--- src/rtl/slwg_pkg.sv ---
// Package: shared types, constants and codes for the waypoint generator.
`timescale 1ns / 1ps
package slwg_pkg;
	localparam int MAX_POINTS = 64;
	localparam logic [30:0] SPACING_FLOOR = 31'd3277;
	localparam logic [30:0] SPACING_RESET = 31'd49152;
	localparam logic [30:0] MIN_DIST_RESET = 31'd13107;
	localparam logic CFG_SPACING = 1'b0;
	localparam logic CFG_MIN_DIST = 1'b1;

	typedef struct packed {
		logic signed [31:0] robot_x;
		logic signed [31:0] robot_y;
		logic signed [31:0] goal_x;
		logic signed [31:0] goal_y;
	} in_item_t;

	typedef struct packed {
		logic signed [31:0] waypoint_x;
		logic signed [31:0] waypoint_y;
		logic signed [15:0] heading_sin_half;
		logic signed [15:0] heading_cos_half;
		logic [5:0] point_index;
		logic last_point;
		logic count_clamped;
	} out_item_t;

	typedef enum logic [3:0] {
		ST_IDLE, ST_DIFF, ST_SQ, ST_SUM, ST_SQRT, ST_CHECK, ST_DIVN, ST_CNT,
		ST_DIVW, ST_SQW, ST_DIVZ, ST_SQZ, ST_DIVP, ST_DIVY, ST_EMIT
	} state_t;

	typedef enum logic [3:0] {
		OP_NONE, OP_LOAD, OP_DIFF, OP_SQ, OP_SUM, OP_SQRT_START, OP_DIVN_START,
		OP_COUNT, OP_DIVW_START, OP_SQW_START, OP_DIVZ_START, OP_SQZ_START,
		OP_PNT_START, OP_PNT_Y, OP_EMIT
	} op_t;

	typedef struct packed {
		op_t op;
	} cmd_t;

	typedef struct packed {
		logic busy;
		logic too_close;
		logic last;
	} status_t;
endpackage

--- src/rtl/slwg_ctrl.sv ---
// Controller: sequences one goal through the datapath and the output handshake.
`timescale 1ns / 1ps
module slwg_ctrl (
	input  logic clk,
	input  logic arst_n,
	input  logic in_valid,
	output logic in_stall,
	output logic out_valid,
	input  logic out_stall,
	output slwg_pkg::cmd_t cmd,
	input  slwg_pkg::status_t status
);
	import slwg_pkg::*;

	state_t state_q, state_d;
	logic ov_q, ov_d;

	assign out_valid = ov_q;

	always_ff @(posedge clk or negedge arst_n) begin
		if (!arst_n) begin
			state_q <= ST_IDLE;
			ov_q <= 1'b0;
		end else begin
			state_q <= state_d;
			ov_q <= ov_d;
		end
	end

	always_comb begin
		state_d = state_q;
		ov_d = ov_q && out_stall;
		cmd.op = OP_NONE;
		in_stall = 1'b1;
		unique case (state_q)
			ST_IDLE: begin
				in_stall = 1'b0;
				if (in_valid) begin
					cmd.op = OP_LOAD;
					state_d = ST_DIFF;
				end
			end
			ST_DIFF: begin cmd.op = OP_DIFF; state_d = ST_SQ; end
			ST_SQ: begin cmd.op = OP_SQ; state_d = ST_SUM; end
			ST_SUM: begin cmd.op = OP_SUM; state_d = ST_SQRT; end
			ST_SQRT: begin cmd.op = OP_SQRT_START; state_d = ST_CHECK; end
			ST_CHECK: if (!status.busy) begin
				cmd.op = OP_DIVN_START;
				state_d = ST_DIVN;
			end
			ST_DIVN: if (status.too_close) state_d = ST_IDLE;
				else state_d = ST_CNT;
			ST_CNT: if (!status.busy) begin
				cmd.op = OP_COUNT;
				state_d = ST_DIVW;
			end
			ST_DIVW: begin cmd.op = OP_DIVW_START; state_d = ST_SQW; end
			ST_SQW: if (!status.busy) begin
				cmd.op = OP_SQW_START;
				state_d = ST_DIVZ;
			end
			ST_DIVZ: if (!status.busy) begin
				cmd.op = OP_DIVZ_START;
				state_d = ST_SQZ;
			end
			ST_SQZ: if (!status.busy) begin
				cmd.op = OP_SQZ_START;
				state_d = ST_DIVP;
			end
			// x offset of the point
			ST_DIVP: if (!status.busy) begin
				cmd.op = OP_PNT_START;
				state_d = ST_DIVY;
			end
			// y offset of the point
			ST_DIVY: if (!status.busy) begin
				cmd.op = OP_PNT_Y;
				state_d = ST_DIVY == ST_DIVY ? ST_EMIT : ST_EMIT;
			end
			// load the output register once the previous waypoint has gone
			ST_EMIT: if (!status.busy && !(ov_q && out_stall)) begin
				cmd.op = OP_EMIT;
				ov_d = 1'b1;
				state_d = status.last ? ST_IDLE : ST_DIVP;
			end
			default: state_d = ST_IDLE;
		endcase
	end
endmodule

--- config.mk ---
export PLATFORM = sky130hd
export DESIGN_NAME = slwg_ctrl
export DESIGN_NICKNAME = d
export VERILOG_FILES = /design/src/rtl/slwg_pkg.sv /design/src/rtl/slwg_ctrl.sv
export SDC_FILE = /design/constraint.sdc
export NUM_CORES = 1
export LEC_CHECK = 0
export BUFFER_PORTS_ARGS = -buffer_cell sky130_fd_sc_hd__buf_4
export CAP_MARGIN = 40
export CORE_AREA = 8 8 45 47
export DETAILED_ROUTE_END_ITERATION = 10
export DIE_AREA = 0 0 53 55
export GPL_TIMING_DRIVEN = 0
export PLACE_DENSITY = 0.67
export SLEW_MARGIN = 10
export SYNTH_ARGS = -nofsm -noshare
export SYNTH_HDL_FRONTEND = slang
export SYNTH_SLANG_ARGS = --single-unit
--- constraint.sdc ---
create_clock -name clk -period 4.8 [get_ports clk]
set_clock_uncertainty 0.15 [all_clocks]
set_input_delay 0.48 -clock clk [delete_from_list [all_inputs] [get_ports clk]]
set_output_delay 0.48 -clock clk [all_outputs]
set_load 0.02 [all_outputs]
# Word-level counts from Yosys, hierarchy flattened
# Index checks and enable logic that the tools add are counted.
# classes
muxes	25
div_mod_pow	0
n_shift	0
addsub	0
bitwise_logic	0
mul	0
reduce_logical	6
n_eq_ne	23
order_cmp	0
# op_table
operator	n
$mux 4	16
$pmux 4 s15	1
$pmux 4 s14	1
$eq 4x4->1 const B	7
$ne 2x2->1 const B	9
$eq 4x3->1 const B	4
$mux 3	3
$reduce_and 9->1	1
$eq 4x2->1 const B	2
$eq 4x1->1 const B	1
$logic_not 4->1	1
$mux 1	4
$logic_and 1x1->1	2
$logic_not 1->1	2
# totals
out_inout_bits	6
latchBits	0
ram_bits	0
inputBits	7
mem_count	0
reg_bits	5
mem_bits_ro	0

# Logic depth before layout (Yosys ltp)
# Gate-level depths: netlist of the first run.
# depth
ltp_word	5
mapped_depth	5

# Worst setup path before layout of the first run
# Ideal clock, no wire load.
# synth_timing
kind	flip-flop to output port
start	reg state_q[2]
end	out cmd[1] (netlist bit)
slack_ns	2.776
required_time_ns	4.170
arrival_time_ns	1.394
stages_incl_launch_ff	6
cell_sequence	dfrtp_1 clkbuf_1 nand2b_1 o21ai_0 a22oi_1 o21ai_0
# synth_lines
item	line_no	text
start, declared	slwg_ctrl.sv:15	state_t state_q, state_d;
start signal, assigned	slwg_ctrl.sv:25	state_q <= state_d;
end, declared	slwg_ctrl.sv:10	output slwg_pkg::cmd_t cmd,

==> Flow_metrics.wiki, run 1 <==
{| class="wikitable"
! Metric !! Value
|-
| Synth-to-Final Area Change || 30.23%
|-
| Setup TNS || 0 ns
|-
| Clock buffers created by TritonCTS || 3
|-
| Vias in the first global route || 493
|-
| Global-route wire length before repair || 2187 um
|-
| Core Area || between 0.001 and 0.0015 mm^2
|-
| Clock transition at the register clock pins on the worst setup and hold paths after CTS || 0.04 ns
|-
| Final total power || between 0.4 and 0.5 mW
|-
| Gr usage total || around a tenth
|-
| Worst-case vdd ir drop || just under 0.2 mV
|-
| Effective utilization at floorplan || a little over a third
|-
| Crit end category || output port
|-
| Number of vias per cell after detailed routing || between 5 and 6
|-
| Worst hold-check path type || in2reg
|-
| Proportion of netlist area held by the largest area contributor || about 26%
|-
| Buffers inserted during post-CTS setup optimization || 0
|-
| DRC violation total after the first TritonRoute iteration || 13
|-
| Later-pin clock latency in the skew report || around 0.24 ns
|-
| Number of buffers inserted by port buffering || 12
|-
| Least-Margin Pin Slew || 0.3972 ns
|-
| Leading cell types by count after synthesis || o21ai_0, a21oi_1, dfrtp_1, nor2_1
|-
| Count of TritonRoute iterations in the first routing pass || 4
|-
| Time the worst path needs with I/O delays and setup || between 2 and 2.5 ns
|-
| Max-Slew Margin vs Limit || around three quarters
|-
| Final hold viol count || 0
|-
| Horizontal die dimension || between 50 and 60 um
|-
| Distinct cells, synth || 31
|-
| Number of inserted diodes || 0
|-
| Unrepaired setup endpoints after global routing || false
|-
| CTS H-tree depth || 1
|-
| Most common cell in the netlist || o21ai_0
|-
| DIE AREA || about 0.003 mm^2
|-
| Max Fclk || between 400 and 500 MHz
|-
| Number of enable-type register cells in the synthesized netlist || 0
|-
| Library cell occupying the most area in the post-synthesis netlist || dfrtp_1
|-
| Die extent in y || around 55 um
|-
| Logic depth of the worst register-to-register path || 5
|-
| Average cell area after synthesis || 7.337 um^2
|-
| Worst-path maximum fanout || 10
|-
| Worst path required time || roughly 4.2 ns
|-
| P per Cell Area || roughly 720 mW/mm^2
|-
| Post-Route WL || 1182 um
|-
| Clock Path Buffers || 2
|-
| Count of max-cap constraint violations || 0
|-
| Routability cong. || 0.8092
|-
| Number of register bits inferred by synthesis || 5
|-
| Antenna viol nets, final || 0
|-
| Final routed DRC violation total || 0
|-
| Capture point of the critical path || cmd[1]
|-
| Overflow after GRT || 0
|-
| DP Wirelength || approximately 900 um
|-
| Number of standard-cell rows in the floorplan || 14
|-
| Top cells by area, synth || dfrtp_1, o21ai_0, a21oi_1, mux2i_1, nor2_1
|-
| CTS tree || yes
|-
| Result of the run || completed
|-
| Clock tree root driver cell || clkbuf_4
|-
| Yosys synthesis warning count || 0
|-
| Net count after synthesis || 73
|-
| Most used DFF post-synth || dfrtp_1
|-
| Kind of critical path || reg2out
|-
| Critical path data arrival time || between 1.5 and 2 ns
|-
| Initial antenna violation count || 0
|-
| Fraction of registers with async set/reset || 100.0%
|-
| Share of final-layout standard cells stronger than drive strength 1 || between 20% and 30%
|-
| Per-cell routed wire length || roughly 12 um
|-
| Clock sink count || 5
|-
| Final setup violation count || 0
|-
| Final-stage net count || 91
|-
| Pins over their slew limit || 0
|-
| Critical Path Source || state_q[2]
|-
| R2r startpoint || state_q[1]
|-
| Worst R2R End || state_q[2]
|-
| Boundary pin count || 13
|-
| Fraction of the yosys area taken by sequential cells || about a quarter
|-
| Leakage Power || about 0.28 nW
|-
| Gate Count Post-Synth || 66
|-
| Via total after detailed routing || 534
|-
| Final clock period utilization by the worst path || 48.80%
|-
| Maximum number of pins on one net before global-route repair || 11
|-
| Post-synthesis cell area || 484.2 um^2
|-
| Kind of start point of the critical path || register
|-
| Register-to-register setup slack || ~3.2 ns
|}
## cells by family (layout without fill, tap and decap cells)
family	count (synthesis)	after routing	synth area share, %
and+or+nand+nor	22	22	25.07
AOI/OAI and AO/OA	27	27	33.85
muxes	3	3	6.460
buffers and inverters	9	26	8.783
DFF	5	5	25.84
## per-stage QoR
stage	util (%)	cell area [um^2]	hold slack [ns]	setup WS, ns	cells
after floorplan	-	484.2	0.03441	2.776	66
after detailed placement	42.95	594.3	0.1337	2.706	94
after global placement	42.95	594.3	0.1329	2.703	94
after CTS	45.57	630.6	0.3129	2.444	99
after global routing	45.57	630.6	0.3270	2.283	99
final	45.57	630.6	0.3156	2.458	99
## timing repair
action	in CTS	in global routing
gates resized for setup	0	0
hold endpoints to repair	5	0
hold buffers	1	0
## area by class of cell
cell class	instances	area (um^2)
Inverter	3	11.26
Clock buffer	4	26.28
Fill cell	145	753.2
Multi-Input combinational cell	52	316.6
Buffer	6	31.28
Tap cell	16	20.02
Timing Repair Buffer	13	100.1
Sequential cell	5	125.1
## worst max-delay path, stage by stage (launching register included)
cell and delay, ns:
dfrtp_1 0.41, clkbuf_1 0.33, inv_1 0.16, o21ba_2 0.25
nand3_1 0.07, o21ai_0 0.09, buf_4 0.18
## registers in the layout (all words and copies together), names as in the netlist
signal	flops
state_q	4
out_valid	1
## power by group
group | switching (mW) | internal, mW | total [mW]
Clock | 0.0162 | 0.0314 | 0.0475
Combinational | 0.190 | 0.137 | 0.326
Sequential | 0.0157 | 0.0624 | 0.0781
## worst min path at each step
stage	start	endpoint	slack, ns	cells after the start
CTS	out_stall	out_valid	0.31	3
detailed placement	arst_n	state_q[1]	0.13	1
global route	out_stall	out_valid	0.33	3
floorplan	arst_n	out_valid	0.03	0
global placement	arst_n	state_q[1]	0.13	1
finish	out_stall	out_valid	0.32	3
## placed cells by master (no fill, tap or decap), types with 2 or more instances in the layout
| master | n |
|---|---|
| inv_1 | 3 |
| mux2i_1 | 2 |
| nand2_1 | 4 |
| and3_1 | 2 |
| a21oi_1 | 7 |
| clkbuf_4 | 3 |
| nand3_1 | 2 |
| a31oi_1 | 2 |
| nor3_1 | 2 |
| clkbuf_1 | 5 |
| nor2_1 | 5 |
| o21ai_0 | 9 |
| buf_4 | 12 |
| dfrtp_1 | 5 |
## layer usage
metal | routed length [um] | part of all wire (%) | GRT usage (%)
met1 | 531 | 45 | 11.93
met3 | 70 | 5.9 | 4.545
met5 | 0 | 0 | 0
met4 | 10 | 0.85 | 6.034
met2 | 568 | 48 | 14.26
Power figures use the tool's default switching activity.
==> run 2: changes to the inputs <==
- ABC_AREA: not set -> 1
- CORE_AREA: 8 8 45 47 -> 8 8 46 48
- DIE_AREA: 0 0 53 55 -> 0 0 54 56
- PLACE_DENSITY: 0.67 -> 0.68
- clock period: 4.8 -> 2.4 ns (I/O delays scaled with it)
==> Flow_metrics.wiki, run 2 <==
{| class="wikitable"
! Metric !! Value
|-
| Number of buffers inserted by port buffering || 12 (unchanged)
|-
| DIE AREA || 0.003024 mm^2 (+3.7%)
|-
| Crit end category || output port
|-
| Fraction of registers with async set/reset || 100.0% (unchanged)
|-
| Clock buffers created by TritonCTS || 3 (unchanged)
|-
| Least-Margin Pin Slew || 0.2632 ns (-0.1341 ns)
|-
| Internal power component || 0.4114 mW (+79%)
|-
| Worst hold-check path type || in2reg
|-
| Yosys synthesis warning count || 0 (unchanged)
|-
| DRC violation total after the first TritonRoute iteration || 5 (-8)
|-
| Clock Path Buffers || 2 (unchanged)
|-
| Max-Slew Margin vs Limit || 82.46% (+8.9 points)
|-
| Number of inserted diodes || 0 (unchanged)
|-
| Proportion of power drawn by the clock network || 10.3% (-0.2 points)
|-
| Gate Count Post-Synth || 93 (+41%)
|-
| Most common cell in the netlist || nand2_1
|-
| Kind of critical path || reg2out
|-
| Final total power || 0.8868 mW (+96%)
|-
| Net count after synthesis || 100 (+37%)
|-
| Count of TritonRoute iterations in the first routing pass || 4 (unchanged)
|-
| Share of total power consumed by net switching || 53.60% (+4.6 points)
|-
| Clock tree root driver cell || clkbuf_4
|-
| Final hold viol count || 0 (unchanged)
|-
| Horizontal die dimension || 54 um (+1.9%)
|-
| Initial antenna violation count || 0 (unchanged)
|-
| Setup TNS || 0 ns (unchanged)
|-
| Max Fclk || approximately 520 MHz
|-
| Global-route wire length before repair || 2497 um (+14%)
|-
| Core Area || 0.001436 mm^2 (+3.8%)
|-
| Final routed DRC violation total || 0 (unchanged)
|-
| CTS H-tree depth || 1 (unchanged)
|-
| R2r startpoint || state_q[0]
|-
| Final-stage net count || 118 (+30%)
|-
| Worst-case vdd ir drop || 0.7287 mV (+270%)
|-
| Critical Path Source || state_q[0]
|-
| Maximum number of pins on one net before global-route repair || 8 (-3)
|-
| P per Cell Area || 1315 mW/mm^2 (+83%)
|-
| Result of the run || completed
|-
| Gr usage total || 10.20% (+0.23 points)
|-
| Stage delay of the slowest cell on the critical path || 0.46 ns (+0.05 ns)
|-
| Post-Route WL || 1344 um (+14%)
|-
| Distinct cells, synth || 20 (-35%)
|-
| Routability cong. || 0.8859 (+9.5%)
|-
| Clock transition at the register clock pins on the worst setup and hold paths after CTS || 0.04 ns (about the same)
|-
| Number of flip-flops under the largest register name || 4 (unchanged)
|-
| Later-pin clock latency in the skew report || 0.23 ns (about the same)
|-
| DP Wirelength || 1151 um (+28%)
|-
| Count of max-cap constraint violations || 0 (unchanged)
|-
| Average cell area after synthesis || 5.677 um^2 (-23%)
|-
| Sequential power share || 19.2% (+1.9 points)
|-
| Boundary pin count || 13 (unchanged)
|-
| Clock sink count || 5 (unchanged)
|-
| Slowest stage cell, crit path || dfrtp_1
|-
| Antenna viol nets, final || 0 (unchanged)
|-
| Effective utilization at floorplan || 36.76% (+1.8 points)
|-
| Synth-to-Final Area Change || 27.73%
|-
| Unrepaired setup endpoints after global routing || false
|-
| Commonest cells after routing, fill and taps aside || nand2_1, buf_4, nor2_1
|-
| Critical path cell sequence || inv_2 > nand2_2 > nor2_1 > nand3_1 > o21a_1 > o211ai_1 > buf_4
|-
| Proportion of power drawn by combinational gates || 70.4% (-1.8 points)
|-
| Pins over their slew limit || 0 (unchanged)
|-
| Share of final-layout standard cells stronger than drive strength 1 || 27.27% (-0.44 points)
|-
| Final clock period utilization by the worst path || between 70% and 80%
|-
| Leading cell types by count after synthesis || nand2_1, nor2_1, nand3_1, inv_1
|-
| CTS tree || yes
|-
| Die extent in y || 56 um (+1.8%)
|-
| Worst-path maximum fanout || 7 (-3)
|-
| Per-cell routed wire length || 10.67 um (-11%)
|-
| Most flop-heavy register || state_q
|-
| Number of enable-type register cells in the synthesized netlist || 0 (unchanged)
|-
| Buffers inserted during post-CTS setup optimization || 0 (unchanged)
|-
| Critical path data arrival time || 1.53 ns (-0.18 ns)
|-
| Layout filler cell count || 164 (+13%)
|-
| Post-synthesis cell area || 528.0 um^2 (+9.0%)
|-
| Number of vias per cell after detailed routing || 4.881 (-9.5%)
|-
| Proportion of netlist area held by the largest area contributor || 25.59% (-0.25 points)
|-
| Most used DFF post-synth || dfrtp_1
|-
| Via total after detailed routing || 615 (+15%)
|-
| Worst path required time || 2.01 ns (-2.16 ns)
|-
| Library cell occupying the most area in the post-synthesis netlist || nand2_1
|-
| Overflow after GRT || 0 (unchanged)
|-
| Final setup violation count || 0 (unchanged)
|-
| Beginning of the worst hold path || out_stall
|-
| Commonest non-fill, non-tap cell in the layout || nand2_1
|-
| Leakage Power || 0.3736 nW (+35%)
|-
| Power dissipated by switching net loads || 0.4753 mW (+110%)
|-
| Number of register bits inferred by synthesis || 5 (unchanged)
|-
| Time the worst path needs with I/O delays and setup || ~1.9 ns
|-
| Top cells by area, synth || nand2_1, dfrtp_1, nand3_1, nor2_1, nand2_2
|-
| Vias in the first global route || 618 (+25%)
|-
| Number of standard-cell rows in the floorplan || 14 (unchanged)
|-
| Kind of start point of the critical path || register
|-
| Fraction of the yosys area taken by sequential cells || 23.70% (-2.1 points)
|}
run 2: changes by cell type in the layout (fill, tap and decap cells not counted), sizes merged, moves of 3 or more:
cell / before / now
inv: 3 / 12
nor2: 6 / 12
o21ai: 10 / 3
clkbuf: 8 / 4
a21oi: 7 / 4
nand3: 2 / 9
nand2: 4 / 41
run 2: worst paths after layout:
path / cells after the start / to / slack (ns)
min in group asynchronous: 2 / state_q[2] / 0.19
worst max-delay path: 7 / cmd[3] / 0.48
worst min register to register: 2 / out_valid / 0.40
max in group asynchronous: 2 / state_q[1] / 1.81
worst max register to register: 9 / state_q[0] / 0.90
worst min-delay path: 3 / out_valid / 0.14
run 2: final cells by class:
cell class / instances / area [um^2] / area share, %
multi-input combinational: 76 / 357.8 / 53.06
clock buffer: 4 / 26.28 / 3.896
inverter: 12 / 45.04 / 6.679
timing repair buffer: 13 / 100.1 / 14.84
sequential: 5 / 125.1 / 18.55
tap: 16 / 20.02 / 2.968
run 2: worst max-delay path, delay by kind of cell (launching register included):
kind | cells | cell delay, ns
flops | 1 | 0.46
buf+inv | 2 | 0.31
simple gates | 3 | 0.31
compound gates | 2 | 0.21
run 2: metrics by stage:
stage	hold WS [ns]	setup slack, ns	instances	util [%]	area (um^2)
final	0.1353	0.4804	126	46.95	674.4
after global placement	-0.1085	0.7389	121	44.43	638.1
after detailed placement	-0.1076	0.7295	121	44.43	638.1
after global routing	0.1900	0.3091	126	46.95	674.4
after CTS	0.1240	0.4702	126	46.95	674.4
after floorplan	-0.2056	0.8770	93	-	528.0
run 2: cell families (layout without fill, tap and decap cells):
| family | after synthesis | after routing | synth area share [%] |
|---|---|---|---|
| and+or+nand+nor | 65 | 65 | 54.50 |
| AOI/OAI and AO/OA | 11 | 11 | 13.27 |
| buffers and inverters | 12 | 29 | 8.532 |
| DFF | 5 | 5 | 23.70 |
run 2: what timing repair did:
item,in CTS,in global routing
hold buffers,1,0
gates resized for setup,0,0
endpoints found under the hold margin,5,0
endpoints found under the setup margin,0,0
run 2: metal layers:
metal | wire length (um) | track usage, % | vias up
met1 | 652 | 12.84 | 273
li1 | - | - | 332
met3 | 71 | 1.070 | 0
met4 | 0 | 4.225 | 0
met2 | 620 | 16.58 | 10
met5 | 0 | 0 | -
run 2: power groups by stage:
stage | combinational, mW | clock (mW) | sequential (mW)
6_report | 0.625 | 0.0917 | 0.171
5_1_grt | 0.694 | 0.101 | 0.175
4_1_cts | 0.627 | 0.0969 | 0.169
3_5_place_dp | 0.623 | 0 | 0.170
3_3_place_gp | 0.617 | 0 | 0.171
2_1_floorplan | 0.450 | 0 | 0.160
